`config.mk`:
```
export PLATFORM = sky130hd
export DESIGN_NAME = spi_flash_aai_program_sequencer
export DESIGN_NICKNAME = d
export VERILOG_FILES = /design/src/rtl/core/spfa_pkg.sv /design/src/rtl/core/spfa_in_stage.sv /design/src/rtl/core/spfa_seq.sv /design/src/rtl/core/spfa_out_stage.sv /design/src/rtl/core/spi_flash_aai_program_sequencer.sv
export SDC_FILE = /design/constraint.sdc
export NUM_CORES = 1
export LEC_CHECK = 0
export BUFFER_PORTS_ARGS = -buffer_cell sky130_fd_sc_hd__buf_2
export CAP_MARGIN = 25
export CORE_ASPECT_RATIO = 1.25
export CORE_MARGIN = 2
export CORE_UTILIZATION = 59
export DETAILED_ROUTE_END_ITERATION = 10
export PLACE_DENSITY = 0.81
export SLEW_MARGIN = 20
export SYNTH_ARGS = -nofsm -noshare
export SYNTH_HDL_FRONTEND = slang
export SYNTH_HIERARCHICAL = 1
export SYNTH_SLANG_ARGS = --single-unit
```
`constraint.sdc`:
```
create_clock -name clk_i -period 5.4 [get_ports clk_i]
set_input_delay 1.08 -clock clk_i [delete_from_list [all_inputs] [get_ports clk_i]]
set_output_delay 1.08 -clock clk_i [all_outputs]
set_load 0.01 [all_outputs]
```
`src/rtl/core/spfa_pkg.sv`:
```
// ----------------------------------------------------------------------------
// spfa_pkg
// Shared types and constants of the SPI flash AAI program sequencer.
// ----------------------------------------------------------------------------
`timescale 1ns / 1ps
`default_nettype none

package spfa_pkg;

  localparam int unsigned SECTOR_BYTES_DEF = 4096;
  localparam int unsigned MAX_SECTORS_DEF  = 1024;
  localparam int unsigned ADDR_BITS_DEF    = 24;

  localparam int unsigned ADDR_W = 24;
  localparam int unsigned LEN_W  = 23;
  localparam int unsigned OFF_W  = 22;
  localparam int unsigned STAT_W = 8;
  localparam int unsigned OP_W   = 8;

  // Fixed-point scale of the sector-count reciprocal.
  localparam int unsigned RECIP_SHIFT = 24;

  localparam int unsigned STATUS_BUSY_BIT = 0;

  localparam logic ACT_START = 1'b0;

  localparam logic [OP_W-1:0] OP_WRSR   = 8'h01;
  localparam logic [OP_W-1:0] OP_WRDI   = 8'h04;
  localparam logic [OP_W-1:0] OP_RDSR   = 8'h05;
  localparam logic [OP_W-1:0] OP_WREN   = 8'h06;
  localparam logic [OP_W-1:0] OP_SERASE = 8'h20;
  localparam logic [OP_W-1:0] OP_EWSR   = 8'h50;
  localparam logic [OP_W-1:0] OP_AAI    = 8'hAD;

  localparam logic [STAT_W-1:0] SR_UNLOCK = 8'h00;
  localparam logic [STAT_W-1:0] SR_LOCK   = 8'h1C;

  localparam logic [1:0] OUT_OK       = 2'd0;
  localparam logic [1:0] OUT_BAD_LEN  = 2'd1;
  localparam logic [1:0] OUT_LINK_ERR = 2'd2;

  typedef enum logic [11:0] {
    PH_IDLE    = 12'b0000_0000_0001,
    PH_U_EWSR  = 12'b0000_0000_0010,
    PH_U_WRSR  = 12'b0000_0000_0100,
    PH_E_WREN  = 12'b0000_0000_1000,
    PH_E_ERASE = 12'b0000_0001_0000,
    PH_E_POLL  = 12'b0000_0010_0000,
    PH_P_WREN  = 12'b0000_0100_0000,
    PH_P_AAI   = 12'b0000_1000_0000,
    PH_P_POLL  = 12'b0001_0000_0000,
    PH_P_WRDI  = 12'b0010_0000_0000,
    PH_L_EWSR  = 12'b0100_0000_0000,
    PH_L_WRSR  = 12'b1000_0000_0000
  } spfa_phase_e;

  typedef struct packed {
    logic              action;
    logic [ADDR_W-1:0] base_addr;
    logic [LEN_W-1:0]  image_bytes;
    logic              link_error;
    logic [STAT_W-1:0] status_byte;
  } spfa_req_t;

  typedef struct packed {
    logic [OP_W-1:0]   opcode;
    logic [ADDR_W-1:0] flash_addr;
    logic              send_addr;
    logic [STAT_W-1:0] reg_value;
    logic              send_reg_value;
    logic [OFF_W-1:0]  data_offset;
    logic              send_data;
    logic              read_status;
    logic              done_res;
    logic [1:0]        outcome;
  } spfa_res_t;

  typedef struct packed {
    logic fire;
    logic emit;
  } spfa_ctl_t;

endpackage

`default_nettype wire

```
`src/rtl/core/spfa_in_stage.sv`:
```
// ----------------------------------------------------------------------------
// spfa_in_stage
// Input register; also forms the estimated sector count of a start length.
// ----------------------------------------------------------------------------
`timescale 1ns / 1ps
`default_nettype none

module spfa_in_stage
  import spfa_pkg::*;
#(
  parameter int unsigned SECTOR_BYTES = SECTOR_BYTES_DEF,
  localparam int unsigned QUO_W = LEN_W + 1 - $clog2(SECTOR_BYTES)
) (
  input  wire logic             clk_i,
  input  wire logic             rst_ni,
  input  wire logic             in_valid_i,
  output logic                  in_stall_o,
  input  wire spfa_req_t        req_i,
  input  wire logic             advance_i,
  output logic                  valid_o,
  output spfa_req_t             req_o,
  output logic [QUO_W-1:0]      quo_est_o
);

  localparam int unsigned RECIP   = (1 << RECIP_SHIFT) / SECTOR_BYTES;
  localparam int unsigned RECIP_W = $clog2(RECIP + 1);
  localparam int unsigned PROD_W  = LEN_W + RECIP_W;

  logic              valid_q, valid_d;
  spfa_req_t         req_q;
  logic [QUO_W-1:0]  quo_q;
  logic [PROD_W-1:0] prod;
  logic              accept;

  assign in_stall_o = valid_q && !advance_i;
  assign accept     = in_valid_i && !in_stall_o;

  // Estimate is the true quotient or one less.
  assign prod = {{RECIP_W{1'b0}}, req_i.image_bytes} * PROD_W'(RECIP);

  always_comb begin
    valid_d = valid_q;
    if (accept) begin
      valid_d = 1'b1;
    end else if (advance_i) begin
      valid_d = 1'b0;
    end
  end

  always_ff @(posedge clk_i or negedge rst_ni) begin
    if (!rst_ni) begin
      valid_q <= 1'b0;
    end else begin
      valid_q <= valid_d;
    end
  end

  always_ff @(posedge clk_i) begin
    if (accept) begin
      req_q <= req_i;
      quo_q <= prod[RECIP_SHIFT +: QUO_W];
    end
  end

  assign valid_o   = valid_q;
  assign req_o     = req_q;
  assign quo_est_o = quo_q;

endmodule

`default_nettype wire

```
`src/rtl/core/spfa_seq.sv`:
```
// ----------------------------------------------------------------------------
// spfa_seq
// Run state machine: holds the run state and forms the next frame or completion.
// ----------------------------------------------------------------------------
`timescale 1ns / 1ps
`default_nettype none

module spfa_seq
  import spfa_pkg::*;
#(
  parameter int unsigned SECTOR_BYTES = SECTOR_BYTES_DEF,
  parameter int unsigned MAX_SECTORS  = MAX_SECTORS_DEF,
  parameter int unsigned ADDR_BITS    = ADDR_BITS_DEF,
  localparam int unsigned QUO_W = LEN_W + 1 - $clog2(SECTOR_BYTES)
) (
  input  wire logic             clk_i,
  input  wire logic             rst_ni,
  input  wire logic             fire_i,
  input  wire spfa_req_t        req_i,
  input  wire logic [QUO_W-1:0] quo_est_i,
  output logic                  emit_o,
  output spfa_res_t             res_o
);

  localparam int unsigned CNT_W = $clog2(MAX_SECTORS + 1);
  localparam int unsigned PAIRS = SECTOR_BYTES / 2;
  localparam int unsigned PI_W  = $clog2(PAIRS);
  localparam logic [ADDR_W-1:0] AMASK = (ADDR_BITS >= ADDR_W) ? {ADDR_W{1'b1}} :
                                        ADDR_W'((64'(1) << ADDR_BITS) - 64'(1));
  localparam logic [ADDR_W-1:0] LOW_CLR = {{(ADDR_W-8){1'b1}}, 8'h00};

  spfa_phase_e       phase_q, phase_d;
  logic [ADDR_W-1:0] run_base_q, run_base_d;
  logic [CNT_W-1:0]  total_q, total_d;
  logic [CNT_W-1:0]  sidx_q, sidx_d;
  logic [PI_W-1:0]   pidx_q, pidx_d;

  logic [LEN_W-1:0]  len_part;
  logic [LEN_W-1:0]  rem_est;
  logic              rem_hi;
  logic [LEN_W-1:0]  rem;
  logic [QUO_W:0]    quo;
  logic              bad_len;
  logic [CNT_W:0]    sidx_inc;
  logic [PI_W:0]     pidx_inc;
  logic [ADDR_W-1:0] sec_addr;
  logic [OFF_W-1:0]  sec_off;
  logic [OFF_W-1:0]  doff_next;
  logic              busy;

  // Length check: correct the estimated quotient by one step.
  assign len_part = LEN_W'(quo_est_i) * LEN_W'(SECTOR_BYTES);
  assign rem_est  = req_i.image_bytes - len_part;
  assign rem_hi   = rem_est >= LEN_W'(SECTOR_BYTES);
  assign rem      = rem_hi ? rem_est - LEN_W'(SECTOR_BYTES) : rem_est;
  assign quo      = (QUO_W+1)'(quo_est_i) + (QUO_W+1)'(rem_hi);
  assign bad_len  = (rem != '0) || (32'(quo) > 32'(MAX_SECTORS));

  assign sidx_inc  = (CNT_W+1)'(sidx_q) + (CNT_W+1)'(1);
  assign pidx_inc  = (PI_W+1)'(pidx_q) + (PI_W+1)'(1);
  assign sec_addr  = (run_base_q + ADDR_W'(sidx_q) * ADDR_W'(SECTOR_BYTES)) & AMASK & LOW_CLR;
  assign sec_off   = OFF_W'(sidx_q) * OFF_W'(SECTOR_BYTES);
  assign doff_next = sec_off + (OFF_W'(pidx_inc) << 1);
  assign busy      = req_i.status_byte[STATUS_BUSY_BIT];

  always_comb begin
    phase_d    = phase_q;
    run_base_d = run_base_q;
    total_d    = total_q;
    sidx_d     = sidx_q;
    pidx_d     = pidx_q;
    emit_o     = 1'b0;
    res_o      = '0;
    if (fire_i) begin
      if (req_i.action == ACT_START) begin
        run_base_d = req_i.base_addr;
        sidx_d     = '0;
        pidx_d     = '0;
        emit_o     = 1'b1;
        if (bad_len) begin
          total_d        = '0;
          phase_d        = PH_IDLE;
          res_o.done_res = 1'b1;
          res_o.outcome  = OUT_BAD_LEN;
        end else begin
          total_d      = CNT_W'(quo);
          phase_d      = PH_U_EWSR;
          res_o.opcode = OP_EWSR;
        end
      end else if (phase_q != PH_IDLE) begin
        emit_o = 1'b1;
        if (req_i.link_error) begin
          phase_d        = PH_IDLE;
          res_o.done_res = 1'b1;
          res_o.outcome  = OUT_LINK_ERR;
        end else begin
          case (phase_q)
            PH_U_EWSR: begin
              phase_d              = PH_U_WRSR;
              res_o.opcode         = OP_WRSR;
              res_o.reg_value      = SR_UNLOCK;
              res_o.send_reg_value = 1'b1;
            end
            PH_U_WRSR: begin
              if (total_q == '0) begin
                phase_d      = PH_L_EWSR;
                res_o.opcode = OP_EWSR;
              end else begin
                sidx_d       = '0;
                phase_d      = PH_E_WREN;
                res_o.opcode = OP_WREN;
              end
            end
            PH_E_WREN: begin
              phase_d          = PH_E_ERASE;
              res_o.opcode     = OP_SERASE;
              res_o.flash_addr = sec_addr;
              res_o.send_addr  = 1'b1;
            end
            PH_E_ERASE: begin
              phase_d           = PH_E_POLL;
              res_o.opcode      = OP_RDSR;
              res_o.read_status = 1'b1;
            end
            PH_E_POLL: begin
              if (busy) begin
                res_o.opcode      = OP_RDSR;
                res_o.read_status = 1'b1;
              end else if (sidx_inc < (CNT_W+1)'(total_q)) begin
                sidx_d       = CNT_W'(sidx_inc);
                phase_d      = PH_E_WREN;
                res_o.opcode = OP_WREN;
              end else begin
                sidx_d       = total_q - CNT_W'(1);
                phase_d      = PH_P_WREN;
                res_o.opcode = OP_WREN;
              end
            end
            PH_P_WREN: begin
              pidx_d            = '0;
              phase_d           = PH_P_AAI;
              res_o.opcode      = OP_AAI;
              res_o.flash_addr  = sec_addr;
              res_o.send_addr   = 1'b1;
              res_o.data_offset = sec_off;
              res_o.send_data   = 1'b1;
            end
            PH_P_AAI: begin
              phase_d           = PH_P_POLL;
              res_o.opcode      = OP_RDSR;
              res_o.read_status = 1'b1;
            end
            PH_P_POLL: begin
              if (busy) begin
                res_o.opcode      = OP_RDSR;
                res_o.read_status = 1'b1;
              end else if (32'(pidx_inc) < 32'(PAIRS)) begin
                pidx_d            = PI_W'(pidx_inc);
                phase_d           = PH_P_AAI;
                res_o.opcode      = OP_AAI;
                res_o.data_offset = doff_next;
                res_o.send_data   = 1'b1;
              end else begin
                pidx_d       = '0;
                phase_d      = PH_P_WRDI;
                res_o.opcode = OP_WRDI;
              end
            end
            PH_P_WRDI: begin
              if (sidx_q == '0) begin
                phase_d      = PH_L_EWSR;
                res_o.opcode = OP_EWSR;
              end else begin
                sidx_d       = sidx_q - CNT_W'(1);
                phase_d      = PH_P_WREN;
                res_o.opcode = OP_WREN;
              end
            end
            PH_L_EWSR: begin
              phase_d              = PH_L_WRSR;
              res_o.opcode         = OP_WRSR;
              res_o.reg_value      = SR_LOCK;
              res_o.send_reg_value = 1'b1;
            end
            PH_L_WRSR: begin
              phase_d        = PH_IDLE;
              res_o.done_res = 1'b1;
              res_o.outcome  = OUT_OK;
            end
            default: begin
              phase_d = PH_IDLE;
              emit_o  = 1'b0;
            end
          endcase
        end
      end
    end
  end

  always_ff @(posedge clk_i or negedge rst_ni) begin
    if (!rst_ni) begin
      phase_q    <= PH_IDLE;
      run_base_q <= '0;
      total_q    <= '0;
      sidx_q     <= '0;
      pidx_q     <= '0;
    end else begin
      phase_q    <= phase_d;
      run_base_q <= run_base_d;
      total_q    <= total_d;
      sidx_q     <= sidx_d;
      pidx_q     <= pidx_d;
    end
  end

endmodule

`default_nettype wire

```
`src/rtl/core/spfa_out_stage.sv`:
```
// ----------------------------------------------------------------------------
// spfa_out_stage
// Result register toward the frame engine.
// ----------------------------------------------------------------------------
`timescale 1ns / 1ps
`default_nettype none

module spfa_out_stage
  import spfa_pkg::*;
(
  input  wire logic      clk_i,
  input  wire logic      rst_ni,
  input  wire logic      src_valid_i,
  input  wire spfa_ctl_t ctl_i,
  input  wire spfa_res_t res_i,
  output logic           advance_o,
  input  wire logic      out_stall_i,
  output logic           out_valid_o,
  output spfa_res_t      res_o
);

  logic      valid_q, valid_d;
  spfa_res_t res_q;
  logic      can_load;

  // Load when empty or when the held result leaves this cycle.
  assign can_load  = !valid_q || !out_stall_i;
  assign advance_o = src_valid_i && can_load;

  always_comb begin
    valid_d = valid_q;
    if (can_load) begin
      valid_d = ctl_i.fire && ctl_i.emit;
    end
  end

  always_ff @(posedge clk_i or negedge rst_ni) begin
    if (!rst_ni) begin
      valid_q <= 1'b0;
    end else begin
      valid_q <= valid_d;
    end
  end

  always_ff @(posedge clk_i) begin
    if (ctl_i.fire && ctl_i.emit) begin
      res_q <= res_i;
    end
  end

  assign out_valid_o = valid_q;
  assign res_o       = res_q;

endmodule

`default_nettype wire

```
`src/rtl/core/spi_flash_aai_program_sequencer.sv`:
```
// ----------------------------------------------------------------------------
// spi_flash_aai_program_sequencer
// Sequencer for SPI NOR programming: unlock, sector erase, AAI program, relock.
// ----------------------------------------------------------------------------
// Usage:
//   Input channel (in_valid_i / in_stall_o): a start transfer (action 0) opens
//   a run with base_addr_i and image_bytes_i; a response transfer (action 1)
//   reports link_error_i and status_byte_i for the frame last sent.
//   Output channel (out_valid_o / out_stall_i): one result per start and per
//   response during a run, either the next SPI frame or a completion with
//   outcome_o. Responses while idle give no result.
//   Path: a result passes the input register, then the result register.
//   Throughput: one transfer per cycle while in_stall_o is low; the state
//   update of one item completes in the cycle it leaves the input register.
//   Stall: while out_stall_i holds a result, the input register keeps its item
//   and in_stall_o rises only if that register is full.
//   Reset: the sequencer returns to idle with no run open; both registers are
//   empty.
// ----------------------------------------------------------------------------
`timescale 1ns / 1ps
`default_nettype none

module spi_flash_aai_program_sequencer
  import spfa_pkg::*;
#(
  parameter int unsigned SECTOR_BYTES = SECTOR_BYTES_DEF,
  parameter int unsigned MAX_SECTORS  = MAX_SECTORS_DEF,
  parameter int unsigned ADDR_BITS    = ADDR_BITS_DEF
) (
  input  wire logic              clk_i,
  input  wire logic              rst_ni,
  input  wire logic              in_valid_i,
  output logic                   in_stall_o,
  input  wire logic              action_i,
  input  wire logic [ADDR_W-1:0] base_addr_i,
  input  wire logic [LEN_W-1:0]  image_bytes_i,
  input  wire logic              link_error_i,
  input  wire logic [STAT_W-1:0] status_byte_i,
  output logic                   out_valid_o,
  input  wire logic              out_stall_i,
  output logic [OP_W-1:0]        opcode_o,
  output logic [ADDR_W-1:0]      flash_addr_o,
  output logic                   send_addr_o,
  output logic [STAT_W-1:0]      reg_value_o,
  output logic                   send_reg_value_o,
  output logic [OFF_W-1:0]       data_offset_o,
  output logic                   send_data_o,
  output logic                   read_status_o,
  output logic                   done_res_o,
  output logic [1:0]             outcome_o
);

  localparam int unsigned QUO_W = LEN_W + 1 - $clog2(SECTOR_BYTES);

  spfa_req_t        req_in;
  spfa_req_t        req_s1;
  logic             s1_valid;
  logic [QUO_W-1:0] quo_est;
  logic             advance;
  logic             emit;
  spfa_ctl_t        ctl;
  spfa_res_t        seq_res;
  spfa_res_t        out_res;

  assign req_in.action      = action_i;
  assign req_in.base_addr   = base_addr_i;
  assign req_in.image_bytes = image_bytes_i;
  assign req_in.link_error  = link_error_i;
  assign req_in.status_byte = status_byte_i;

  spfa_in_stage #(
    .SECTOR_BYTES(SECTOR_BYTES)
  ) u_in_stage (
    .clk_i      (clk_i),
    .rst_ni     (rst_ni),
    .in_valid_i (in_valid_i),
    .in_stall_o (in_stall_o),
    .req_i      (req_in),
    .advance_i  (advance),
    .valid_o    (s1_valid),
    .req_o      (req_s1),
    .quo_est_o  (quo_est)
  );

  spfa_seq #(
    .SECTOR_BYTES(SECTOR_BYTES),
    .MAX_SECTORS (MAX_SECTORS),
    .ADDR_BITS   (ADDR_BITS)
  ) u_seq (
    .clk_i     (clk_i),
    .rst_ni    (rst_ni),
    .fire_i    (advance),
    .req_i     (req_s1),
    .quo_est_i (quo_est),
    .emit_o    (emit),
    .res_o     (seq_res)
  );

  assign ctl.fire = advance;
  assign ctl.emit = emit;

  spfa_out_stage u_out_stage (
    .clk_i       (clk_i),
    .rst_ni      (rst_ni),
    .src_valid_i (s1_valid),
    .ctl_i       (ctl),
    .res_i       (seq_res),
    .advance_o   (advance),
    .out_stall_i (out_stall_i),
    .out_valid_o (out_valid_o),
    .res_o       (out_res)
  );

  assign opcode_o         = out_res.opcode;
  assign flash_addr_o     = out_res.flash_addr;
  assign send_addr_o      = out_res.send_addr;
  assign reg_value_o      = out_res.reg_value;
  assign send_reg_value_o = out_res.send_reg_value;
  assign data_offset_o    = out_res.data_offset;
  assign send_data_o      = out_res.send_data;
  assign read_status_o    = out_res.read_status;
  assign done_res_o       = out_res.done_res;
  assign outcome_o        = out_res.outcome;

  a_done_clean : assert property (@(posedge clk_i) disable iff (!rst_ni)
    out_valid_o && done_res_o |-> opcode_o == '0 && !send_addr_o && !send_data_o &&
      !send_reg_value_o && !read_status_o)
    else $error("completion carries frame content");

  a_frame_ok : assert property (@(posedge clk_i) disable iff (!rst_ni)
    out_valid_o && !done_res_o |-> outcome_o == OUT_OK)
    else $error("frame carries an outcome");

  a_addr_low : assert property (@(posedge clk_i) disable iff (!rst_ni)
    out_valid_o |-> flash_addr_o[7:0] == 8'h00)
    else $error("address low byte not clear");

  a_stall_full : assert property (@(posedge clk_i) disable iff (!rst_ni)
    in_stall_o |-> s1_valid && out_valid_o && out_stall_i)
    else $error("input stalled with room ahead");

endmodule

`default_nettype wire

```
== After elaboration in Yosys (flattened, before gate mapping) ==
Cells that the tools add are included.
Cells by class
  add/subtract/negate cells: 9
  magnitude comparators: 4
  equal/unequal tests: 22
  mux-type cells: 55
  bitwise logic cells: 4
  reductions and logical operators: 25
Operators by type and width (number)
  $mux W11: 15
  $pmux W12 S10: 1
  $mux W23: 3
  $mux W69: 1
  $mux W66: 1
  $pmux W8 S8: 1
  $mux W12: 5
  $pmux W23 S2: 1
  $pmux W11 S3: 1
  $mux W7: 4
  $mux W25: 1
  $add A11 B1 Y12 const B: 2
  $add A24 B23 Y24: 1
  $mux W8: 3
  $ge A23 B13 Y1 const B: 1
  $reduce_bool A23 Y1: 1
  $sub A23 B13 Y23 const B: 1
  $sub A23 B23 Y23: 1
  $add A22 B13 Y22: 1
  $logic_not A11 Y1: 2
  $pmux W11 S2: 1
  $sub A11 B1 Y11 const B: 2
  $gt A13 B11 Y1 const B: 1
  $add A11 B1 Y12: 1
  39 further kinds: 67
Storage, ports and cells
  flip-flop bits (word level): 201
  bits of input ports: 61
  output and inout port bits: 71
  logic and storage cells: 143

== Longest topological paths before layout ==
  word-level depth: 8
  mapped depth: 22
  mapped depth without buffers: 19

== Modules after synthesis ==
Netlist, hierarchy kept.
Modules (own cells, without submodules)
  spfa_seq: times used 1, cells each 798, area each 6112.1 um2, sequential area each 1527.7 um2
  spfa_out_stage: times used 1, cells each 73, area each 2120.8 um2, sequential area each 2097.0 um2
  spfa_in_stage: times used 1, cells each 75, area each 1863.0 um2, sequential area each 1736.7 um2

== Least setup slack after synthesis ==
Ideal clock, no wire load.
  kind: flip-flop to flip-flop
  from: register u_in_stage.req_q, in the netlist u_in_stage/req_o[26]
  to: register u_out_stage.res_q, in the netlist u_out_stage/res_o[67] (data pin)
  setup time: 0.126 ns
  arrival: 4.278 ns
  required time: 5.274 ns
  setup slack: 0.997 ns
  stages on the path, launching flop included: 21
  buffers on the path: 4
  period minus slack after synthesis: 4.403 ns
  path through: edfxtp_1 buf_4 ha_1 clkbuf_1 a2111oi_0 a211o_1 o211ai_1 nor3_1 nand4_1 ha_1 ha_1 and3_1 and3_1 nand3_1 xor2_1 a41o_1 o2111ai_1 a221o_1 buf_6 o22ai_2 buf_4
Between the ends
  cells in the longest elaborated chain, start to end: 7
  elaborated cells between the ends (all ways): 10
  classes of those cells: add/sub (3); order compare (2); mux (3); reduce/logical (2)
RTL lines
  start: declaration: line spfa_in_stage.sv:30  | spfa_req_t req_q;
  start signal: assignment: line spfa_in_stage.sv:60  | req_q <= req_i;
  $sub A23 B23 Y23 *: line spfa_seq.sv:53  | assign rem_est = req_i.image_bytes - len_part;
  $ge A23 B13 Y1 or $sub A23 B13 Y23 (tied branches): line spfa_seq.sv:54, spfa_seq.sv:55
  $add A11 B1 Y12 or $mux W23 (tied branches): line spfa_seq.sv:56, spfa_seq.sv:55
  $gt A13 B11 Y1 or $reduce_bool A23 Y1 (tied branches): line spfa_seq.sv:57  | assign bad_len = (rem != '0) || (32'(quo) > 32'(MAX_SECTORS));
  $logic_or A1 B1 Y1 *: line spfa_seq.sv:57
  $mux W7 *: line spfa_seq.sv:80  | if (bad_len) begin
  $mux W8 *: line spfa_seq.sv:75  | if (req_i.action == ACT_START) begin
  end signal: assignment: line spfa_out_stage.sv:47  | res_q <= res_i;
  end: declaration: line spfa_out_stage.sv:23  | spfa_res_t res_q;
Mark *: on every way between the ends. The rest lies on a longest branch, timed or not.
A chain may end at the register's enable or synchronous reset.

== Worst setup path in the final report ==
  from: register u_in_stage.req_q, in the netlist u_in_stage/req_o[23]
  to: register u_out_stage.res_q, in the netlist u_out_stage/res_o[2] (data pin)
Between the ends
  cells in the longest elaborated chain, start to end: 7
  elaborated cells between the ends (all ways): 10
  classes of those cells: add/sub (3); order compare (2); mux (3); reduce/logical (2)
RTL lines (line)
  $sub A23 B23 Y23 *: spfa_seq.sv:53
  $ge A23 B13 Y1 or $sub A23 B13 Y23 (tied branches): spfa_seq.sv:54, spfa_seq.sv:55
  $add A11 B1 Y12 or $mux W23 (tied branches): spfa_seq.sv:56, spfa_seq.sv:55
  $gt A13 B11 Y1 or $reduce_bool A23 Y1 (tied branches): spfa_seq.sv:57
  $logic_or A1 B1 Y1 *: spfa_seq.sv:57
  $mux W3 *: spfa_seq.sv:80
  $mux W3 *: spfa_seq.sv:75
Marks and branches as above.

==> impl_metrics.toml <==
[setup_path]
end_kind = "register"
cp_max_fo = 16
path_cells = "inv_1, ha_1, nor2b_1, o311ai_0, a211o_1, o211ai_1, nor3_1, nand4_1, ha_1, ha_1, and3_1, and3_1, nand3_1, xor2_1, a41o_1, o2111ai_1, a221o_1, o21a_1"
critPathKind = "register to register"
slowest_delay_ns = 0.51
path_common_cell = "ha_1"
start_kind = "register"
cpMaxStageDelayCell = "o311ai_0"
r2r-start = "u_in_stage/req_o[23]$_DFFE_PP_"
r2r_end = "u_out_stage/res_o[2]$_DFFE_PP_"
reg2reg_depth = 18
worst-endpoint-required_ns = 5.58
rrSetupSlack_ns = 0.44
arrival_ns = 5.14

[job]
cap_violations = 0

[route]
routedWlPerCell_um = 15.79
vias_per_cell = 5.808
firstDrtPassIters = 5
drc = 0
totalWireLength_mm = 19.74
drt_iter0_markers = 467
vias = 7260
antenna_left = 0

[global_routing]
grt_pass1_wl_mm = 32.62
gr-usage-all-layers_pct = 23.51
grt_max_degree = 64
antenna_found_initial = 0
grt_pass1_vias = 6855
grt_overflow = 0

[sta]
relSlewSlack_pct = 35.97
finalClockSkew_ns = 0.008001
report.final.hold_viol_count = 0
max_freq_mhz = 201.7
finalSetupViolCount = 0
worst_slack_ns = 0.4425
grt_setup_unrepaired = "no"
slew_violations = 0
hold_ws_ns = 0.4410
min_period_ns = 4.958
tightest_slew_ns = 0.9605
period_share_pct = 91.81
tns_ns = 0

[clocking]
cts-buffers-inserted = 17
clk-insertion-delay-late_ns = 0.43
clockBufferDepth = 2
cts_tree = "yes"
post_cts_buffers = 0
htree_num_levels = 4
hold_buffers = 0
post_cts_resized = 0
cts.sinks = 174
clk_pin_slew_ns = 0.07
cts_root_buffer = "clkbuf_16"

[place]
gp_congestion = 0.8966
dpl_cell_area_sq_um = 10230
io_buffers = 116
pre_cts_ws_ns = 0.4619
dp_hpwl_mm = 14.21

[floorplan]
num_rows = 52
start_util_pct = 60.02
die-width_um = 118.4
die-height_um = 147.0
die_area_sq_um = 17390
core_area_sq_um = 16070
ios = 132

[cells_and_area]
n_antenna_cell = 0
syn_to_final_growth_pct = 12.54
layout.nets = 1124
finalInstanceArea_sq_um = 10860
fillers = 1244
drive_gt1_share_pct = 17.70

[pwr]
cellPowerDensity_nw_per_um2 = 309.2
leakage_nw = 4.495
max-vdd-ir-drop_v = 0.0002142

[logic_synthesis]
synth_area_sq_um = 9646
yosys_warnings = 6
synthCells = 931
postSynthAreaPerCell_sq_um = 10.36

[hold_path]
holdPathEnd = "u_seq/run_base_q[8]$_DFFE_PN0P_"
worstHoldStart = "u_in_stage/req_o[40]$_DFFE_PP_"
min_path_type = "register to register"
min_path_cells = 2

[outcome]
status = "completed"
[sequential cells by signal, indices dropped and copies added (netlist names)]
name	cells
u_out_stage/res_o	69
u_out_stage/out_valid_o	1
u_in_stage/valid_o	1
u_seq/sidx_q	11
u_seq/pidx_q	11
u_seq/run_base_q	16
u_seq/total_q	11
u_in_stage/req_o	42
u_seq/phase_q	12
[cells in the final DEF (no fill, tap or decap), drive strengths merged, types with 7 or more instances in the layout]
cell / n
or4: 9
dfrtp: 62
and3: 14
or3: 9
conb: 15
ha: 40
o31ai: 11
nand3: 31
nor3: 16
a21o: 12
inv: 46
xor2: 20
nor4: 15
a22o: 7
nor2b: 7
nand2: 102
nor2: 76
edfxtp: 111
nand4: 11
a21oi: 29
and2: 18
clkbuf: 19
nand2b: 21
o22ai: 15
buf: 123
xnor2: 33
or2: 7
o21ai: 55
[worst max-delay path, delay by kind of cell (launching register included)]
kind	cells	cell delay, ns
AO/OA/AOI/OAI	7	1.87
AND/OR/NAND/NOR	6	1.14
adder cells (fa/ha/maj)	3	0.87
flip-flops	1	0.50
XOR/XNOR	1	0.22
buffers and inverters	1	0.11
[power by group]
| part | total (W) | switching (W) | leakage (nW) | internal (W) |
|---|---|---|---|---|
| Clock | 0.00126 | 0.000518 | 0.300 | 0.000738 |
| Sequential | 0.00160 | 0.0000596 | 1.90 | 0.00154 |
| Combinational | 0.000505 | 0.000308 | 2.29 | 0.000197 |
| Total | 0.00336 | 0.000885 | 4.49 | 0.00247 |
[routing by layer]
layer  share of wire [%]  track usage (%)  vias to the layer above
li1                    -                -                     3552
met1                  41            28.45                     3422
met2                  51            40.46                      235
met3                 4.6            4.115                       51
met4                 3.5            11.87                        0
met5                   0                0                        -
[cell type report]
class	count	area, sq um	area share, %
inverters	41	153.9	1.418
well taps	216	270.3	2.490
repair buffers	124	650.6	5.994
flip-flops and latches	174	4911	45.24
clock inverters	14	183.9	1.694
clock buffers	18	429.2	3.953
multi-input cells	663	4257	39.21
[stage by stage]
| step | utilization [%] | total power [W] | cells |
|---|---|---|---|
| 2_1_floorplan | - | 0.001981 | 944 |
| 4_1_cts | 67.48 | 0.003383 | 1249 |
| 5_1_grt | 67.55 | 0.003509 | 1250 |
| 3_5_place_dp | 63.66 | 0.002125 | 1217 |
| 6_report | 67.55 | 0.003356 | 1250 |
| 3_3_place_gp | 63.66 | 0.002109 | 1217 |
[worst max path at each step]
| stage | startpoint | to | slack [ns] | cells past startpoint |
|---|---|---|---|---|
| after global routing | u_in_stage/req_o[23]$_DFFE_PP_ | u_out_stage/res_o[0]$_DFFE_PP_ | 0.005 | 18 |
| after floorplan | u_in_stage/req_o[26]$_DFFE_PP_ | u_out_stage/res_o[67]$_DFFE_PP_ | 1.0 | 20 |
| after global placement | u_in_stage/req_o[23]$_DFFE_PP_ | u_out_stage/res_o[2]$_DFFE_PP_ | 0.57 | 18 |
| after detailed placement | u_in_stage/req_o[23]$_DFFE_PP_ | u_out_stage/res_o[2]$_DFFE_PP_ | 0.46 | 18 |
| final | u_in_stage/req_o[23]$_DFFE_PP_ | u_out_stage/res_o[2]$_DFFE_PP_ | 0.44 | 18 |
| after CTS | u_in_stage/req_o[23]$_DFFE_PP_ | u_out_stage/res_o[2]$_DFFE_PP_ | 0.45 | 18 |
Note: power is estimated with default switching activity, not from simulation.
